[src/rtl/ohtt_ram.sv]
`default_nettype none
// ----------------------------------------------------------------------------
// Generic simple dual-port RAM
// One write port and one read port, read data registered.
// ----------------------------------------------------------------------------
module ohtt_ram #(
    parameter int WIDTH = 8,
    parameter int DEPTH = 16
) (
    input  wire logic                                       i_clk,
    input  wire logic                                       i_we,
    input  wire logic [((DEPTH > 1) ? $clog2(DEPTH) : 1)-1:0] i_waddr,
    input  wire logic [WIDTH-1:0]                           i_wdata,
    input  wire logic [((DEPTH > 1) ? $clog2(DEPTH) : 1)-1:0] i_raddr,
    output logic      [WIDTH-1:0]                           o_rdata
);

    logic [WIDTH-1:0] r_mem [DEPTH];

    // Write port and registered read port.
    always_ff @(posedge i_clk) begin
        if (i_we) begin
            r_mem[i_waddr] <= i_wdata;
        end
        o_rdata <= r_mem[i_raddr];
    end

endmodule : ohtt_ram
`default_nettype wire

[config.mk]
export PLATFORM = sky130hd
export DESIGN_NAME = ohtt_ram
export DESIGN_NICKNAME = d
export VERILOG_FILES = /design/src/rtl/ohtt_ram.sv
export SDC_FILE = /design/constraint.sdc
export NUM_CORES = 1
export LEC_CHECK = 0
export BUFFER_PORTS_ARGS = -buffer_cell sky130_fd_sc_hd__clkbuf_2
export CORE_MARGIN = 1
export CORE_UTILIZATION = 58
export CTS_CLUSTER_DIAMETER = 120
export DETAILED_ROUTE_END_ITERATION = 8
export PLACE_DENSITY = 0.81
export SYNTH_ARGS = -nofsm -noshare
export SYNTH_HDL_FRONTEND = slang
export SYNTH_SLANG_ARGS = --single-unit
[constraint.sdc]
create_clock -name i_clk -period 3.1 [get_ports i_clk]
set_input_delay 0.465 -clock i_clk [delete_from_list [all_inputs] [get_ports i_clk]]
set_output_delay 0.465 -clock i_clk [all_outputs]
set_load 0.02 [all_outputs]
# == After elaboration in Yosys (flattened, before gate mapping) ==
# Memories as Yosys holds them, arrays and structs flattened. A register that Yosys moved wholly into a read port is not among the register bits.
# Index checks and enable logic that the tools add are counted.
# op_classes
muxes,2
# op_table
cell,n
$mux 1,2
# word_totals
wordCells,3
inputBits,18
n_memories,1
ramBits,128
output_inout_bits,8
reg_bits,0
# mem_list
name,depth,word_bits,rd,rd_ports_with_merged_regs,wr,line_no,source
r_mem,16,8,1,1,1,18,logic [WIDTH-1:0] r_mem [DEPTH];

# == Longest topological paths before layout ==
# depth
word_depth,2
depth_mapped,5

# == Worst setup path after synthesis ==
# No wires, ideal clock.
# synth_path
path_kind,input to register
start,in i_waddr[2] (netlist name)
end,"mem r_mem[0][0], enable pin"
arrival_ns,1.575
path_stages,2
slack_ns,1.142
path_buffers,0
required_time_ns,2.717
path_cell_list,or3b_2 -> nor3_1
# synth_rtl
element,line_no,source
"start, declared",12,"input wire logic [((DEPTH > 1) ? $clog2(DEPTH) : 1)-1:0] i_waddr,"
"end, declared",18,
# Straight into the memory's write port.

==> results.cfg <==
[power_and_ir_drop]
power_mw = 4.34
swShare_pct = 20.6
irDropWorstVdd_mv = 0.394
power_leakage_nw = 2.02
power_frac_clock_pct = 47.8
p_int_mw = 3.44
switchingPower_mw = 0.894
pwr-share-seq_pct = 47.8
pwr-share-comb_pct = 4.4
p_per_area_mw_per_mm2 = 725

[final_layout]
fin_area_sq_mm = 0.00598
seqCellArea_sq_mm = 0.00400
area_growth_pct = 16.2
antennaDiodeCount = 0
final_nets = 287
layout-drive-gt1-share_pct = 28.7
layout.cells.non_filler = 390
fill_cells = 491
multiInputGateArea_sq_mm = 0.00106

[setup_path]
cp-start-kind = input port
arrival_ns = 2.18
critPathCaptureType = flop
r2r_setup_slack_ns = 1.65
reg2regPathDepth = 3
worstReg2RegEnd = o_rdata[3]
cp_data_required_time_ns = 3.50
path_class = input port to flop
worst-path-max-fanout = 18
rr_startpoint = r_mem[1][3]

[route]
vias = 2482
wl_met3_um = 606
dr.pass1.iters = 5
wl_mm = 9.98
drt-wirelength-per-cell_um = 25.6
via_per_inst = 6.36
final_antenna_net_count = 0
drt_iter0_markers = 271
drcViolationCount = 0
drt-met1-wl_mm = 4.17
routed.top_layer = met4
met2_length_mm = 5.01

[clocking]
clock_sinks = 136
ctsResizeCount = 0
clock_latency_ns = 0.52
cts_inserted_buffers = 17
cts-root-buf = clkbuf_8
holdBufCountCts = 0
htree_levels = 4
cts_buffer_depth = 2
clk_pin_slew_worst_paths_ns = 0.06
cts_setup_buffers = 0
cts_tree = yes

[placement]
globalplace.congestion = 0.795
hpwl_mm = 5.54
postPlaceCellArea_sq_mm = 0.00537
placed_cells = 358
portBuffers = 25

[timing]
worst_pin_slew_ns = 0.961
max_clock_freq_mhz = 561
period_needed_ns = 1.78
fin_hold_ws_ns = 0.374
hold_viol_final = 0
post-route-period-util_pct = 57.5
setup_tns_ns = 0
slew-limit-headroom_pct = 35.7
setup_violations = 0
skew_ns = 0.00722
rsz0062_at_grt = false
slew_viol_final = 0

[global_routing]
antenna_found_initial = 0
grt_pass1_vias = 2519
track_usage_pct = 24.2
grt-ovfl-total = 0
grt_max_degree = 33
grt_pass1_wl_mm = 14.7

[floorplan]
core_area_sq_mm = 0.00864
die_y_um = 96.2
die_area_sq_mm = 0.00926
die_x_um = 96.2
row_count = 34
floorplan.initialDensity_pct = 59.6
boundaryPins = 26

[synthesis]
yosysSeqAreaShare_pct = 77.8
synth_top_area_share_pct = 74.7
yosysTopAreaCell = edfxtp_1
ys_top_cells_by_area = edfxtp_1 (75%), mux4_2 (7.9%), mux4_1 (7.1%)
syn_nets = 247
syn_area_sq_mm = 0.00515
syn_avg_cell_area_sq_um = 22.5
ys_ff_latch = 136
synth_cells = 229
synth_cell_type_count = 19
yosys_warnings = 0

[worst_hold_path]
hold_path.class = input port to flop
whs_path_depth = 1
hold_path_end = r_mem[7][2]
min_from = i_wdata[2]

[outcome]
status = finished, final reports clean

[job]
cap_violations = 0
cell usage in the layout, fill, tap and decap left out:
master,instances
a22oi_1,16
and2_1,1
and2b_1,1
buf_4,6
bufinv_16,4
clkbuf_1,1
clkbuf_16,16
clkbuf_2,25
clkbuf_8,1
clkinv_2,2
clkinv_4,4
clkinvlp_4,2
dfxtp_1,8
edfxtp_1,128
inv_6,2
mux4_1,14
mux4_2,18
nand2_1,9
nand2b_1,2
nand3_1,1
nand3b_1,2
nor2_1,13
nor2b_1,1
nor3_1,4
or3b_2,1
metal layers:
layer,track usage [%],up-vias
li1,-,1060
met1,33.2,1284
met2,35.9,120
met3,6.32,18
met4,12.8,0
met5,0,-
state kept, by name (all words and copies together) (netlist names):
signal   count
r_mem      128
o_rdata      8
cell type report:
| type | count | share of cell area (%) |
|---|---|---|
| multi-input combinational | 83 | 17.7 |
| clock buffer | 18 | 6.99 |
| clock inverter | 14 | 3.30 |
| sequential | 136 | 66.9 |
| timing repair buffer | 31 | 2.84 |
| tap | 108 | 2.26 |
synth_stat cells:
library cell / count
edfxtp_1: 128
nor2_1: 13
mux4_2: 18
mux4_1: 14
buf_6: 3
nor3_1: 4
buf_4: 1
dfxtp_1: 8
clkdlybuf4s25_2: 3
nand2b_1: 2
buf_2: 3
nand3b_1: 2
nor2b_1: 1
or3b_2: 1
and2_1: 1
and2b_1: 1
a22oi_1: 16
nand2_1: 9
nand3_1: 1
logic make-up after synthesis:
| group | synth area share (%) |
|---|---|
| compound gates | 2.33 |
| flops | 77.8 |
| simple gates | 3.18 |
| mux | 15.0 |
| buf+inv | 1.68 |
power groups by stage:
stage                     combinational (mW)  sequential [mW]  clock [mW]
after detailed placement               0.190             2.11           0
final                                  0.192             2.07        2.07
after CTS                              0.194             2.07        2.10
after floorplan                        0.104             2.12           0
after global routing                   0.207             2.07        2.16
after global placement                 0.185             2.11           0
per-stage QoR:
| stage | setup slack, ns | util, % |
|---|---|---|
| after floorplan | 1.14 | - |
| after global placement | 0.881 | 62.1 |
| after detailed placement | 0.859 | 62.1 |
| after CTS | 1.34 | 69.3 |
| after global routing | 1.24 | 69.3 |
| final | 1.32 | 69.3 |
worst max path at each step:
stage	startpoint	end	slack, ns	cells after the start
final	i_raddr[0]	o_rdata[5]	1.32	5
after CTS	i_raddr[0]	o_rdata[5]	1.34	5
after global placement	i_raddr[0]	o_rdata[1]	0.88	5
after floorplan	i_waddr[2]	r_mem[0][0]	1.14	2
after global routing	i_raddr[0]	o_rdata[5]	1.24	5
after detailed placement	i_raddr[0]	o_rdata[1]	0.86	5
worst max-delay path, stage by stage:
cell and delay, ns:
clkbuf_2 0.48, buf_4 0.32, mux4_1 0.58, a22oi_1 0.26
nand2_1 0.08
No activity file was read; power rests on OpenSTA's default activity.
